## src/hw/rtl/blsp_pkg.sv

```systemverilog
// Shared types, constants and width helpers for the Bresenham line stepper.
package blsp_pkg;

  // Fixed field widths
  localparam int unsigned DIM_W       = 11;
  localparam int unsigned COLOR_W     = 32;
  localparam int unsigned CFG_IDX_W   = 2;
  localparam int unsigned QUEUE_DEPTH = 2;

  // Action codes carried on the input tuser
  localparam logic ACT_START   = 1'b0;
  localparam logic ACT_ADVANCE = 1'b1;

  // Configuration register indexes
  localparam logic [CFG_IDX_W-1:0] REG_IMAGE_WIDTH  = 2'd0;
  localparam logic [CFG_IDX_W-1:0] REG_IMAGE_HEIGHT = 2'd1;

  // Configuration reset values
  localparam logic [DIM_W-1:0] WIDTH_RESET  = 11'd640;
  localparam logic [DIM_W-1:0] HEIGHT_RESET = 11'd480;

  // Control flags of one queued command
  typedef struct packed {
    logic is_start;  // start a new line, else advance one pixel
    logic x_neg;     // x steps downward
    logic y_neg;     // y steps downward
    logic x_major;   // x is the major axis
    logic nonzero;   // endpoints differ, line has pixels
  } cmd_ctl_t;

  // Signed error term width for a given coordinate width
  function automatic int unsigned err_w(input int unsigned cb);
    return cb + 4;
  endfunction

  // Width of the doubled deltas
  function automatic int unsigned inc_w(input int unsigned cb);
    return cb + 2;
  endfunction

  // Packed command payload: four coordinates, color, error, two increments
  function automatic int unsigned cmd_data_w(input int unsigned cb);
    return 4 * cb + COLOR_W + err_w(cb) + 2 * inc_w(cb);
  endfunction

endpackage

```

## src/hw/rtl/blsp_front.sv

```systemverilog
// Front end: accepts input items, classifies them and computes line setup.
module blsp_front #(
  parameter int unsigned COORD_BITS = 12
) (
  input  logic                                         s_valid_i,
  output logic                                         s_ready_o,
  input  logic                                         action_i,
  input  logic signed [COORD_BITS-1:0]                 x_start_i,
  input  logic signed [COORD_BITS-1:0]                 y_start_i,
  input  logic signed [COORD_BITS-1:0]                 x_end_i,
  input  logic signed [COORD_BITS-1:0]                 y_end_i,
  input  logic [blsp_pkg::COLOR_W-1:0]                 line_color_i,
  input  logic                                         q_full_i,
  output logic                                         push_o,
  output blsp_pkg::cmd_ctl_t                           push_ctl_o,
  output logic [blsp_pkg::cmd_data_w(COORD_BITS)-1:0]  push_data_o
);
  import blsp_pkg::*;

  localparam int unsigned C   = COORD_BITS;
  localparam int unsigned E_W = err_w(COORD_BITS);
  localparam int unsigned D_W = inc_w(COORD_BITS);

  logic signed [C:0]     dx_s, dy_s;
  logic [C:0]            mag_x, mag_y;
  logic [C:0]            major, minor;
  logic                  x_major;
  logic signed [E_W-1:0] err_init;
  logic [D_W-1:0]        diag_inc, step_inc;

  // Signed deltas and their magnitudes
  assign dx_s  = {x_end_i[C-1], x_end_i} - {x_start_i[C-1], x_start_i};
  assign dy_s  = {y_end_i[C-1], y_end_i} - {y_start_i[C-1], y_start_i};
  assign mag_x = dx_s[C] ? (~dx_s + 1'b1) : dx_s;
  assign mag_y = dy_s[C] ? (~dy_s + 1'b1) : dy_s;

  // Major axis choice; ties go to y
  assign x_major = mag_x > mag_y;
  assign major   = x_major ? mag_x : mag_y;
  assign minor   = x_major ? mag_y : mag_x;

  // Initial error 2*minor - major, and the two doubled increments
  assign err_init = $signed({2'b00, minor, 1'b0}) - $signed({3'b000, major});
  assign diag_inc = {major, 1'b0};
  assign step_inc = {minor, 1'b0};

  // Classification flags
  always_comb begin
    push_ctl_o.is_start = (action_i == ACT_START);
    push_ctl_o.x_neg    = dx_s[C];
    push_ctl_o.y_neg    = dy_s[C];
    push_ctl_o.x_major  = x_major;
    push_ctl_o.nonzero  = (x_start_i != x_end_i) || (y_start_i != y_end_i);
  end

  // Payload, lowest bits first: xs, ys, xe, ye, color, error, diag, step
  assign push_data_o = {step_inc, diag_inc, err_init, line_color_i,
                        y_end_i, x_end_i, y_start_i, x_start_i};

  // Handshake with the command queue
  assign s_ready_o = !q_full_i;
  assign push_o    = s_valid_i && !q_full_i;

endmodule

```

## src/hw/rtl/blsp_queue.sv

```systemverilog
// Short command queue between the front end and the stepping back end.
module blsp_queue #(
  parameter int unsigned DATA_W = 8,
  parameter int unsigned DEPTH  = 2
) (
  input  logic                clk_i,
  input  logic                rst_ni,
  input  logic                push_i,
  input  blsp_pkg::cmd_ctl_t  push_ctl_i,
  input  logic [DATA_W-1:0]   push_data_i,
  output logic                full_o,
  input  logic                pop_i,
  output logic                head_valid_o,
  output blsp_pkg::cmd_ctl_t  head_ctl_o,
  output logic [DATA_W-1:0]   head_data_o
);
  import blsp_pkg::*;

  localparam int unsigned PTR_W = (DEPTH > 1) ? $clog2(DEPTH) : 1;
  localparam int unsigned CNT_W = $clog2(DEPTH + 1);

  cmd_ctl_t          ctl_mem  [DEPTH];
  logic [DATA_W-1:0] data_mem [DEPTH];

  logic [PTR_W-1:0] wr_ptr_q, wr_ptr_d;
  logic [PTR_W-1:0] rd_ptr_q, rd_ptr_d;
  logic [CNT_W-1:0] count_q, count_d;
  logic             do_push, do_pop;

  assign full_o       = (count_q == CNT_W'(DEPTH));
  assign head_valid_o = (count_q != '0);
  assign do_push      = push_i && !full_o;
  assign do_pop       = pop_i && head_valid_o;

  // Pointer and fill count update
  always_comb begin
    wr_ptr_d = wr_ptr_q;
    rd_ptr_d = rd_ptr_q;
    if (do_push) begin
      wr_ptr_d = (wr_ptr_q == PTR_W'(DEPTH - 1)) ? '0 : wr_ptr_q + 1'b1;
    end
    if (do_pop) begin
      rd_ptr_d = (rd_ptr_q == PTR_W'(DEPTH - 1)) ? '0 : rd_ptr_q + 1'b1;
    end
    count_d = count_q + CNT_W'(do_push) - CNT_W'(do_pop);
  end

  always_ff @(posedge clk_i or negedge rst_ni) begin
    if (!rst_ni) begin
      wr_ptr_q <= '0;
      rd_ptr_q <= '0;
      count_q  <= '0;
    end else begin
      wr_ptr_q <= wr_ptr_d;
      rd_ptr_q <= rd_ptr_d;
      count_q  <= count_d;
    end
  end

  // Entry storage
  always_ff @(posedge clk_i) begin
    if (do_push) begin
      ctl_mem[wr_ptr_q]  <= push_ctl_i;
      data_mem[wr_ptr_q] <= push_data_i;
    end
  end

  assign head_ctl_o  = ctl_mem[rd_ptr_q];
  assign head_data_o = data_mem[rd_ptr_q];

endmodule

```

## src/hw/rtl/blsp_back.sv

```systemverilog
// Back end: holds the line state, takes one Bresenham step per advance.
module blsp_back #(
  parameter int unsigned COORD_BITS = 12
) (
  input  logic                                         clk_i,
  input  logic                                         rst_ni,
  input  logic                                         head_valid_i,
  input  blsp_pkg::cmd_ctl_t                           head_ctl_i,
  input  logic [blsp_pkg::cmd_data_w(COORD_BITS)-1:0]  head_data_i,
  output logic                                         pop_o,
  input  logic [blsp_pkg::DIM_W-1:0]                   image_width_i,
  input  logic [blsp_pkg::DIM_W-1:0]                   image_height_i,
  output logic                                         m_valid_o,
  input  logic                                         m_ready_i,
  output logic [COORD_BITS-1:0]                        pixel_x_o,
  output logic [COORD_BITS-1:0]                        pixel_y_o,
  output logic [blsp_pkg::COLOR_W-1:0]                 pixel_color_o,
  output logic                                         inside_o,
  output logic                                         last_o
);
  import blsp_pkg::*;

  localparam int unsigned C        = COORD_BITS;
  localparam int unsigned E_W      = err_w(COORD_BITS);
  localparam int unsigned D_W      = inc_w(COORD_BITS);
  localparam int unsigned CW       = (C > DIM_W) ? C : DIM_W;
  localparam int unsigned OFF_YS   = C;
  localparam int unsigned OFF_XE   = 2 * C;
  localparam int unsigned OFF_YE   = 3 * C;
  localparam int unsigned OFF_COL  = 4 * C;
  localparam int unsigned OFF_ERR  = OFF_COL + COLOR_W;
  localparam int unsigned OFF_DIAG = OFF_ERR + E_W;
  localparam int unsigned OFF_STEP = OFF_DIAG + D_W;

  // Line state
  logic [C-1:0]          cur_x_q, cur_x_d, cur_y_q, cur_y_d;
  logic [C-1:0]          stop_x_q, stop_y_q;
  logic signed [E_W-1:0] err_q, err_d;
  logic [D_W-1:0]        diag_q, step_q;
  logic                  x_neg_q, y_neg_q, x_major_q;
  logic                  active_q, active_d;
  logic [COLOR_W-1:0]    color_q;

  // Output register
  logic                  out_valid_q, out_valid_d;

  logic                  load, emit, out_free;
  logic                  diag_step, move_x, move_y, done, in_image;
  logic [C-1:0]          x_inc, y_inc;

  // Command dispatch: starts and idle advances never wait on the output
  assign out_free = !out_valid_q || m_ready_i;
  assign load     = head_valid_i && head_ctl_i.is_start;
  assign emit     = head_valid_i && !head_ctl_i.is_start && active_q && out_free;
  assign pop_o    = head_valid_i && (head_ctl_i.is_start || !active_q || out_free);

  // One step: diagonal when the error is positive, else along the major axis
  assign diag_step = !err_q[E_W-1] && (err_q != '0);
  assign move_x    = diag_step || x_major_q;
  assign move_y    = diag_step || !x_major_q;
  assign x_inc     = x_neg_q ? '1 : C'(1);
  assign y_inc     = y_neg_q ? '1 : C'(1);

  always_comb begin
    cur_x_d = move_x ? cur_x_q + x_inc : cur_x_q;
    cur_y_d = move_y ? cur_y_q + y_inc : cur_y_q;
    err_d   = err_q + $signed({2'b00, step_q});
    if (diag_step) begin
      err_d = err_d - $signed({2'b00, diag_q});
    end
  end

  assign done = (cur_x_d == stop_x_q) && (cur_y_d == stop_y_q);

  // Clipping against the image size
  assign in_image = !cur_x_q[C-1] && (CW'(cur_x_q) < CW'(image_width_i)) &&
                    !cur_y_q[C-1] && (CW'(cur_y_q) < CW'(image_height_i));

  // Control next state
  always_comb begin
    active_d = active_q;
    if (load) begin
      active_d = head_ctl_i.nonzero;
    end else if (emit && done) begin
      active_d = 1'b0;
    end
    out_valid_d = out_valid_q;
    if (emit) begin
      out_valid_d = 1'b1;
    end else if (m_ready_i) begin
      out_valid_d = 1'b0;
    end
  end

  always_ff @(posedge clk_i or negedge rst_ni) begin
    if (!rst_ni) begin
      active_q    <= 1'b0;
      out_valid_q <= 1'b0;
    end else begin
      active_q    <= active_d;
      out_valid_q <= out_valid_d;
    end
  end

  // Line state load and step
  always_ff @(posedge clk_i) begin
    if (load) begin
      cur_x_q   <= head_data_i[C-1:0];
      cur_y_q   <= head_data_i[OFF_YS +: C];
      stop_x_q  <= head_data_i[OFF_XE +: C];
      stop_y_q  <= head_data_i[OFF_YE +: C];
      color_q   <= head_data_i[OFF_COL +: COLOR_W];
      err_q     <= $signed(head_data_i[OFF_ERR +: E_W]);
      diag_q    <= head_data_i[OFF_DIAG +: D_W];
      step_q    <= head_data_i[OFF_STEP +: D_W];
      x_neg_q   <= head_ctl_i.x_neg;
      y_neg_q   <= head_ctl_i.y_neg;
      x_major_q <= head_ctl_i.x_major;
    end else if (emit) begin
      cur_x_q <= cur_x_d;
      cur_y_q <= cur_y_d;
      err_q   <= err_d;
    end
  end

  // Pixel output register
  always_ff @(posedge clk_i) begin
    if (emit) begin
      pixel_x_o     <= cur_x_q;
      pixel_y_o     <= cur_y_q;
      pixel_color_o <= color_q;
      inside_o      <= in_image;
      last_o        <= done;
    end
  end

  assign m_valid_o = out_valid_q;

endmodule

```

## src/hw/rtl/bresenham_line_stepper.sv

```systemverilog
// Top level of the Bresenham line stepper: ports, configuration, wiring.
//
// Input stream (s_axis): tuser is the action, 0 starts a line, 1 advances
// one pixel. A start carries both signed endpoints and the color in tdata
// and gives no output; an advance on an active line gives one pixel.
// Output stream (m_axis): one transaction per pixel, tlast set on the pixel
// whose step reaches the end point (the end point itself is not emitted),
// tuser set when the pixel lies inside the configured image.
// Configuration channel: cfg_index_i 0 writes the image width, 1 the image
// height; always ready. The user must write it only while the stream is idle,
// which the block does not enforce. Throughput: one item per clock while
// m_axis is not stalled. Each advance takes one error update and one endpoint
// compare in the back end; a two-entry command queue sits between input decode
// and that stepper, and a pixel output register feeds m_axis.
// Reset: the line is idle, width 640, height 480, no pixel pending.
// Output stall: the pixel holds on m_axis, the queue fills, and s_axis_tready
// drops once both queue entries are taken.
module bresenham_line_stepper #(
  parameter int unsigned COORD_BITS = 12
) (
  input  logic clk_i,
  input  logic rst_ni,
  // tdata: x_start, y_start, x_end, y_end, line_color (lowest bit first)
  input  logic [((4*COORD_BITS+blsp_pkg::COLOR_W+7)/8)*8-1:0] s_axis_tdata,
  // tuser: action
  input  logic                                                s_axis_tuser,
  input  logic                                                s_axis_tvalid,
  output logic                                                s_axis_tready,
  // tdata: pixel_x, pixel_y, pixel_color (lowest bit first)
  output logic [((2*COORD_BITS+blsp_pkg::COLOR_W+7)/8)*8-1:0] m_axis_tdata,
  // tuser: inside_res
  output logic                                                m_axis_tuser,
  // tlast: last
  output logic                                                m_axis_tlast,
  output logic                                                m_axis_tvalid,
  input  logic                                                m_axis_tready,
  input  logic                                                cfg_valid_i,
  output logic                                                cfg_ready_o,
  input  logic [blsp_pkg::CFG_IDX_W-1:0]                      cfg_index_i,
  input  logic [blsp_pkg::DIM_W-1:0]                          cfg_data_i
);
  import blsp_pkg::*;

  localparam int unsigned C      = COORD_BITS;
  localparam int unsigned CMD_W  = cmd_data_w(COORD_BITS);
  localparam int unsigned OUT_W  = ((2 * C + COLOR_W + 7) / 8) * 8;

  logic [DIM_W-1:0]   image_width_q, image_height_q;
  logic               q_full, push, pop, head_valid;
  cmd_ctl_t           push_ctl, head_ctl;
  logic [CMD_W-1:0]   push_data, head_data;
  logic [C-1:0]       pixel_x, pixel_y;
  logic [COLOR_W-1:0] pixel_color;

  // Configuration registers
  assign cfg_ready_o = 1'b1;

  always_ff @(posedge clk_i or negedge rst_ni) begin
    if (!rst_ni) begin
      image_width_q  <= WIDTH_RESET;
      image_height_q <= HEIGHT_RESET;
    end else if (cfg_valid_i) begin
      case (cfg_index_i)
        REG_IMAGE_WIDTH:  image_width_q  <= cfg_data_i;
        REG_IMAGE_HEIGHT: image_height_q <= cfg_data_i;
        default: ;
      endcase
    end
  end

  // Input decode and setup
  blsp_front #(
    .COORD_BITS (COORD_BITS)
  ) u_front (
    .s_valid_i    (s_axis_tvalid),
    .s_ready_o    (s_axis_tready),
    .action_i     (s_axis_tuser),
    .x_start_i    ($signed(s_axis_tdata[C-1:0])),
    .y_start_i    ($signed(s_axis_tdata[2*C-1:C])),
    .x_end_i      ($signed(s_axis_tdata[3*C-1:2*C])),
    .y_end_i      ($signed(s_axis_tdata[4*C-1:3*C])),
    .line_color_i (s_axis_tdata[4*C+COLOR_W-1:4*C]),
    .q_full_i     (q_full),
    .push_o       (push),
    .push_ctl_o   (push_ctl),
    .push_data_o  (push_data)
  );

  // Command queue
  blsp_queue #(
    .DATA_W (CMD_W),
    .DEPTH  (QUEUE_DEPTH)
  ) u_queue (
    .clk_i        (clk_i),
    .rst_ni       (rst_ni),
    .push_i       (push),
    .push_ctl_i   (push_ctl),
    .push_data_i  (push_data),
    .full_o       (q_full),
    .pop_i        (pop),
    .head_valid_o (head_valid),
    .head_ctl_o   (head_ctl),
    .head_data_o  (head_data)
  );

  // Stepper and pixel output register
  blsp_back #(
    .COORD_BITS (COORD_BITS)
  ) u_back (
    .clk_i          (clk_i),
    .rst_ni         (rst_ni),
    .head_valid_i   (head_valid),
    .head_ctl_i     (head_ctl),
    .head_data_i    (head_data),
    .pop_o          (pop),
    .image_width_i  (image_width_q),
    .image_height_i (image_height_q),
    .m_valid_o      (m_axis_tvalid),
    .m_ready_i      (m_axis_tready),
    .pixel_x_o      (pixel_x),
    .pixel_y_o      (pixel_y),
    .pixel_color_o  (pixel_color),
    .inside_o       (m_axis_tuser),
    .last_o         (m_axis_tlast)
  );

  assign m_axis_tdata = OUT_W'({pixel_color, pixel_y, pixel_x});

endmodule

```

## config.mk

```make
export PLATFORM = sky130hd
export DESIGN_NAME = bresenham_line_stepper
export DESIGN_NICKNAME = d
export VERILOG_FILES = /design/src/hw/rtl/blsp_pkg.sv /design/src/hw/rtl/blsp_front.sv /design/src/hw/rtl/blsp_queue.sv /design/src/hw/rtl/blsp_back.sv /design/src/hw/rtl/bresenham_line_stepper.sv
export SDC_FILE = /design/constraint.sdc
export NUM_CORES = 1
export LEC_CHECK = 0
export ABC_AREA = 1
export BUFFER_PORTS_ARGS = -buffer_cell sky130_fd_sc_hd__buf_2
export CAP_MARGIN = 20
export CELL_PAD_IN_SITES_DETAIL_PLACEMENT = 0
export CELL_PAD_IN_SITES_GLOBAL_PLACEMENT = 1
export CORE_UTILIZATION = 48
export CTS_CLUSTER_DIAMETER = 120
export DETAILED_ROUTE_END_ITERATION = 8
export PLACE_DENSITY = 0.85
export SYNTH_ARGS = -nofsm -noshare
export SYNTH_HDL_FRONTEND = slang
export SYNTH_SLANG_ARGS = --single-unit
```

## constraint.sdc

```tcl
create_clock -name clk_i -period 8.05 [get_ports clk_i]
set_input_delay 0 -clock clk_i [delete_from_list [all_inputs] [get_ports clk_i]]
set_output_delay 0 -clock clk_i [all_outputs]
set_load 0.03 [all_outputs]
```

==> results of run 1 <==
metrics by stage:
stage          hold slack (ns)  power [mW]  cell area, sq um
4_1_cts                0.04753       13.24             26960
6_report               0.07506       13.22             26960
2_1_floorplan          -0.2956       9.159             22840
3_3_place_gp           0.07257       10.61             24280
5_1_grt                 0.1098       14.24             26960
3_5_place_dp           0.06113       10.80             24280
Yosys cell counts, drive strengths merged, types with 2 or more instances:
library cell	number	area (sq um)
edfxtp	433	13000
o211ai	5	37.54
dfrtp	22	550.5
dfstp	6	157.7
buf	12	58.81
nand2	735	2806
nand3b	8	60.06
o21bai	11	82.58
xnor2	16	140.1
nor2	96	365.3
fa	7	140.1
a21oi	99	499.2
or2	18	112.6
ha	118	1476
nand4	22	143.9
o31ai	3	22.52
xor2	64	560.5
inv	263	987.2
nor4	7	43.79
a31oi	23	143.9
o21ai	118	631.9
a211oi	6	45.04
nand3	76	410.4
o21a	5	37.54
a21o	2	15.01
clkbuf	40	150.1
nor3	16	80.08
nor3b	2	15.01
worst max-delay path by stage:
stage / from / endpoint / slack [ns]
floorplan: u_queue.count_q[1] / u_queue.ctl_mem[1][0] / 1.43
CTS: s_axis_tdata[0] / u_queue.data_mem[1][95] / 1.42
finish: s_axis_tdata[24] / u_queue.data_mem[1][95] / 1.35
global placement: s_axis_tdata[24] / u_queue.data_mem[0][95] / 1.46
global route: s_axis_tdata[24] / u_queue.data_mem[1][95] / 0.72
detailed placement: s_axis_tdata[24] / u_queue.data_mem[0][95] / 1.35
state kept, by name, indices dropped and copies added (netlist names), 2 cells and up:
name and cells:
u_back.pixel_color_o 32, u_back.stop_y_q 12, u_back.diag_q 13, u_back.color_q 32, image_width_q 11, u_back.stop_x_q 12, u_back.cur_y_q 12, u_back.pixel_x_o 12
u_back.step_q 13, u_queue.count_q 2, u_back.err_q 16, u_queue.data_mem 240, image_height_q 11, u_back.pixel_y_o 12, u_queue.ctl_mem 10, u_back.cur_x_q 12
cell type report:
type                       count  area share
sequential                   461      0.5087
multi-input combinational   1465      0.2945
inverter                     264     0.03694
antenna                        1  0.00009281
tap                          607     0.02817
clock buffer                  54     0.04617
clock inverter                36     0.01671
timing repair buffer         266     0.06877
kinds of logic (layout without fill, tap and decap cells):
family,Yosys count,count (layout)
compound gates,276,276
xor+xnor,80,80
fa+ha+maj,125,125
buf+inv,316,620
flops,461,461
other cells,1,2
simple gates,983,983
metal layers:
metal	track usage	share of wire	up-vias	wire (microns)
met5	0	0	-	0
met4	0.06644	0.025	0	1362
met3	0.03589	0.057	99	3066
met2	0.3660	0.46	417	24690
met1	0.3163	0.46	7650	25020
li1	-	-	8068	-
power by group through the flow:
stage	Clock, mW	Sequential, mW	Combinational (mW)
global placement	0	4.51	6.10
global route	2.50	4.59	7.16
floorplan	0	4.66	4.50
CTS	2.41	4.50	6.33
detailed placement	0	4.54	6.26
finish	2.37	4.50	6.35
worst max-delay path, delay by kind of cell:
family / cells / cell delay (ns)
compound gates: 14 / 1.91
simple gates: 15 / 2.46
fa+ha+maj: 4 / 1.21
buf+inv: 7 / 1.12
xor+xnor: 1 / 0.25
repair_timing:
action,CTS,global route
hold buffers,97,0
gates resized for setup,0,0
setup buffers,0,0
endpoints found under the hold margin,216,0
==> run summary, run 1 <==
Final Critical Period - 6.701 ns
failing checks - design-rule violations
TritonCTS clock tree - built
row count - 79
Mean Syn Cell Area - 10.19 sq um
number of global-route vias before repair - 15950
Logic pwr share - 0.481
simple-gate share of the synthesized area - 0.1776
placer's final routability congestion estimate - 0.8908
starting density of the core - 0.4884
Tot GR Track Use - 0.2268
Worst path slowest cell - dlygate4sd3_1
Synth Area in Compound Gates - 0.06778
status - finished, violations left
Seq/Total Area, Yosys - 0.6004
H-tree levels - 2
Psw - 5.629 mW
ys async rst share - 0.06074
Post-DP HPWL - 37.93 mm
Root Driver - clkbuf_16
final period utilization - 0.8324
YS warnings - 0
max_cap viols - 0
# DRC - 15
Syn Nets - 2466
Worst setup SP type - input pin
Hold EP - image_width_q[7]
Crit path required time - 8.34 ns
core footprint - 46750 sq um
RSZ-0062 raised after global routing - false
Sequential Power Share - 0.340
I/O pins - 160
Setup violations, final - 0
Die W - 220.1 microns
Setup WS post-layout - 1.349 ns
via count - 16230
pre-CTS WS - 1.346 ns
worst r2r dst - u_back.cur_x_q[11]
Post-synth EDFFs - 433
crit-path max FO - 42
cells after synthesis - 2242
CTS clk-pin slew, worst paths - 0.06 ns
critical path type - input pin to register
global-route wire length before repair - 84.04 mm
Power Dens Cells - 490.1 nW/um^2
Iteration-0 DRC Markers - 1370
reg2reg start - u_queue.rd_ptr_q
worst clock skew - 0.01183 ns
final core occ - 0.5767
relative slew slack - 0.3328
layout cells sized above 1 - 0.1277
antenna violations before repair - 4
Cells after DPL - 2966
post-synthesis cell area - 22840 sq um
share of total power in the clock network - 0.179
most common cell after layout, fill and taps aside - nand2_1
die area - 48450 sq um
post-synthesis register bit count - 461
xor/xnor share of the synthesized area - 0.03068
mux cell area share after synthesis - 0
switching share of power - 0.4259
Max Slew Vio Count - 0
maximum clock rate - 149.2 MHz
Die Y - 220.1 microns
max incr delay on CP - 0.53 ns
Adder-Cell Fraction of Synth Area - 0.07079
clk sinks - 461
reg2reg setup slack - 3.67 ns
most frequent cells in the layout - nand2_1, edfxtp_1, inv_1
WL/cell - 17.16 microns
Max VDD drop - 197.3 uV
vias per cell - 5.147
largest net degree at the start of global routing - 77
R2R depth - 8
fill cell count - 3893
Post-Route WL - 54.14 mm
Setup TNS Final - 0 ns
remaining global-route overflow - 0
Yosys cell types - 49
nets - 2731
largest family of logic cells by synthesized area - simple AND/OR/NAND/NOR gates
P_leak - 11.76 nW
worst hold-check path type - input pin to register
Buffers on Ports - 158
hold path start - cfg_valid_i
worst-case clock buffer depth - 3
Fin. Hold Viols - 0
Synth Flop Type - edfxtp_1
Crit. End Element - register
Worst Hold Depth - 4
synthesis-to-finish area growth - 18.07%
post-route insts no fill - 3154
drt pass-1 iters - 7
Int Power - 7.586 mW
total CTS buffers - 49
multi-input logic area - 7940 sq um
DRT antenna net count - 0
critical path arrival - 6.99 ns
clk_lat worst skew - 0.59 ns
worst slew pin tran - 1.001 ns
Reg area - 13710 sq um
(Power assumes the default switching activity.)
==> run 2: changes to the inputs <==
==> constraint.sdc (replaced) <==
create_clock -name clk_i -period 6.5 [get_ports clk_i]
set_input_delay 0 -clock clk_i [delete_from_list [all_inputs] [get_ports clk_i]]
set_output_delay 0 -clock clk_i [all_outputs]
set_load 0.03 [all_outputs]
==> run 2 against run 1 <==
The flow still finishes with violations (design-rule violations); cell count grew 0.29%; clock power increased by 18%; routed wire length up 0.83%; sequential power rose by 25%; power grew 24%; worst hold slack better by 0.013 ns; utilization grew 0.21 points; largest cell class unchanged.
==> run summary, run 2 (synthesis gave the netlist of run 1 again) <==
status - finished, violations left
failing checks - design-rule violations
max incr delay on CP - 0.56 ns (+0.03 ns)
max reg flops - 240 (unchanged)
hold_ws - 0.08829 ns (+0.01323 ns)
post-route insts no fill - 3163 (+0.29%)
fill cell count - 3906 (+0.33%)
clk_lat worst skew - 0.60 ns (about the same)
Worst setup SP type - input pin
Crit path required time - 6.81 ns (-1.53 ns)
post-place instance area - 24350 sq um (+0.28%)
Fin. Hold Viols - 0 (unchanged)
layout cells sized above 1 - 0.1327 (+0.005030)
total CTS buffers - 49 (unchanged)
largest net degree at the start of global routing - 102 (+32%)
final period utilization - 0.9222
RSZ-0062 raised after global routing - false
Post-Route WL - 54.59 mm (+0.83%)
# DRC - 16 (+1)
Setup WS post-layout - 0.5056 ns (-0.8435 ns)
largest register by flop count - u_queue.data_mem
antenna violations before repair - 2 (-2)
worst-case clock buffer depth - 3 (unchanged)
CTS clk-pin slew, worst paths - 0.06 ns (about the same)
Power Dens Cells - 605.5 nW/um^2 (+24%)
Max VDD drop - 251.0 uV (+27%)
maximum clock rate - 166.8 MHz
top flop regs - u_queue.data_mem: 240 flops, u_back.color_q: 32 flops, u_back.pixel_color_o: 32 flops
relative slew slack - 0.3891 (+0.05635)
Max Slew Vio Count - 0 (unchanged)
Post-DP HPWL - 38.04 mm (+0.28%)
Die Y - 220.1 microns (unchanged)
CP top delay family - simple AND/OR/NAND/NOR gates
number of global-route vias before repair - 15590 (-2.3%)
critical path type - input pin to register
remaining global-route overflow - 0 (unchanged)
Root Driver - clkbuf_16
total power - 16.39 mW (+24%)
starting density of the core - 0.4884 (unchanged)
via count - 16200 (-0.23%)
nets - 2738 (+0.26%)
Iteration-0 DRC Markers - 1142 (-17%)
TritonCTS clock tree - built
worst slew pin tran - 0.9163 ns (-0.08453 ns)
Tot GR Track Use - 0.2270 (about the same)
Setup TNS Final - 0 ns (unchanged)
Final Critical Period - 5.994 ns
critical path's most frequent cell - nand2_1
P_leak - 11.79 nW (+0.32%)
crit-path max FO - 12 (-71%)
Buffers on Ports - 158 (unchanged)
max_cap viols - 0 (unchanged)
global-route wire length before repair - 83.69 mm (-0.41%)
cell area after layout - 27060 sq um (+0.37%)
most common cell after layout, fill and taps aside - nand2_1
vias per cell - 5.120 (-0.52%)
final core occ - 0.5788 (+0.002114)
pre-CTS WS - 0.2466 ns (-1.100 ns)
most frequent cells in the layout - nand2_1, edfxtp_1, inv_1
Die W - 220.1 microns (unchanged)
Cells after DPL - 2970 (+0.13%)
drt pass-1 iters - 9 (+2)
die area - 48450 sq um (unchanged)
Worst path slowest cell - dlygate4sd3_1
H-tree levels - 2 (unchanged)
CP Buf/Inv Count - 6 (-1)
WL/cell - 17.26 microns (+0.55%)
Setup violations, final - 0 (unchanged)
worst clock skew - 0.03065 ns (+0.01882 ns)
worst hold-check path type - input pin to register
I/O pins - 160 (unchanged)
core footprint - 46750 sq um (unchanged)
critical path arrival - 6.31 ns (-0.68 ns)
Crit. End Element - register
synthesis-to-finish area growth - 18.50%
placer's final routability congestion estimate - 0.8787 (-1.4%)
DRT antenna net count - 0 (unchanged)
row count - 79 (unchanged)
clk sinks - 461 (unchanged)
run 2: changes by cell type in the layout (fill, tap and decap cells not counted), sizes merged:
cell    previous run  this run
nand2            735       736
inv              268       269
buf              170       176
clkinv            17        22
bufinv             9         5
run 2: worst reg2reg max path, delay by kind of cell (launching register included):
kind / cells / cell delay [ns]
AO/OA/AOI/OAI: 7 / 1.59
adder cells (fa/ha/maj): 3 / 1.00
flip-flops: 1 / 0.41
AND/OR/NAND/NOR: 4 / 0.34
buffers and inverters: 4 / 0.29
XOR/XNOR: 2 / 0.27
run 2: timing repair:
action                     in CTS  in global routing
hold buffers                   97                  0
buffers inserted                0                  1
setup endpoints to repair       0                  8
hold endpoints to repair      216                  0
gates resized for setup         0                 10
run 2: path summary, 6_finish.rpt:
path                                    from                       to  slack (ns)  cells after the start
hold / removal                   cfg_valid_i         image_width_q[7]        0.09                      4
min in group asynchronous             rst_ni         image_width_q[7]        0.56                      3
max in group asynchronous             rst_ni         u_queue.rd_ptr_q        5.76                      4
setup reg to reg             u_back.err_q[1]         u_back.err_q[14]        2.35                     20
setup / recovery             s_axis_tdata[0]  u_queue.data_mem[0][92]        0.51                     40
hold reg to reg            u_back.color_q[5]  u_back.pixel_color_o[5]        0.42                      0
run 2: metal layers:
layer,up-vias,global-route usage,share of wire
met3,96,0.03037,0.053
met2,422,0.3718,0.46
met5,-,0,0
li1,8104,-,-
met4,0,0.08184,0.030
met1,7574,0.3093,0.45
run 2: report_power, final:
part | total [mW] | internal, mW | switching [mW]
Clock | 2.80 | 1.62 | 1.18
Sequential | 5.61 | 5.06 | 0.549
Combinational | 7.97 | 2.67 | 5.31
run 2: cell type report:
| class | instances | area, sq um | share of cell area |
|---|---|---|---|
| Antenna cell | 1 | 2.502 | 0.00009247 |
| Clock buffer | 54 | 1266 | 0.04679 |
| Clock inverter | 38 | 370.4 | 0.01369 |
| Inverter | 264 | 996.0 | 0.03680 |
| Multi-Input combinational cell | 1466 | 7995 | 0.2954 |
| Sequential cell | 461 | 13710 | 0.5068 |
| Tap cell | 607 | 759.5 | 0.02807 |
| Timing Repair Buffer | 272 | 1957 | 0.07231 |
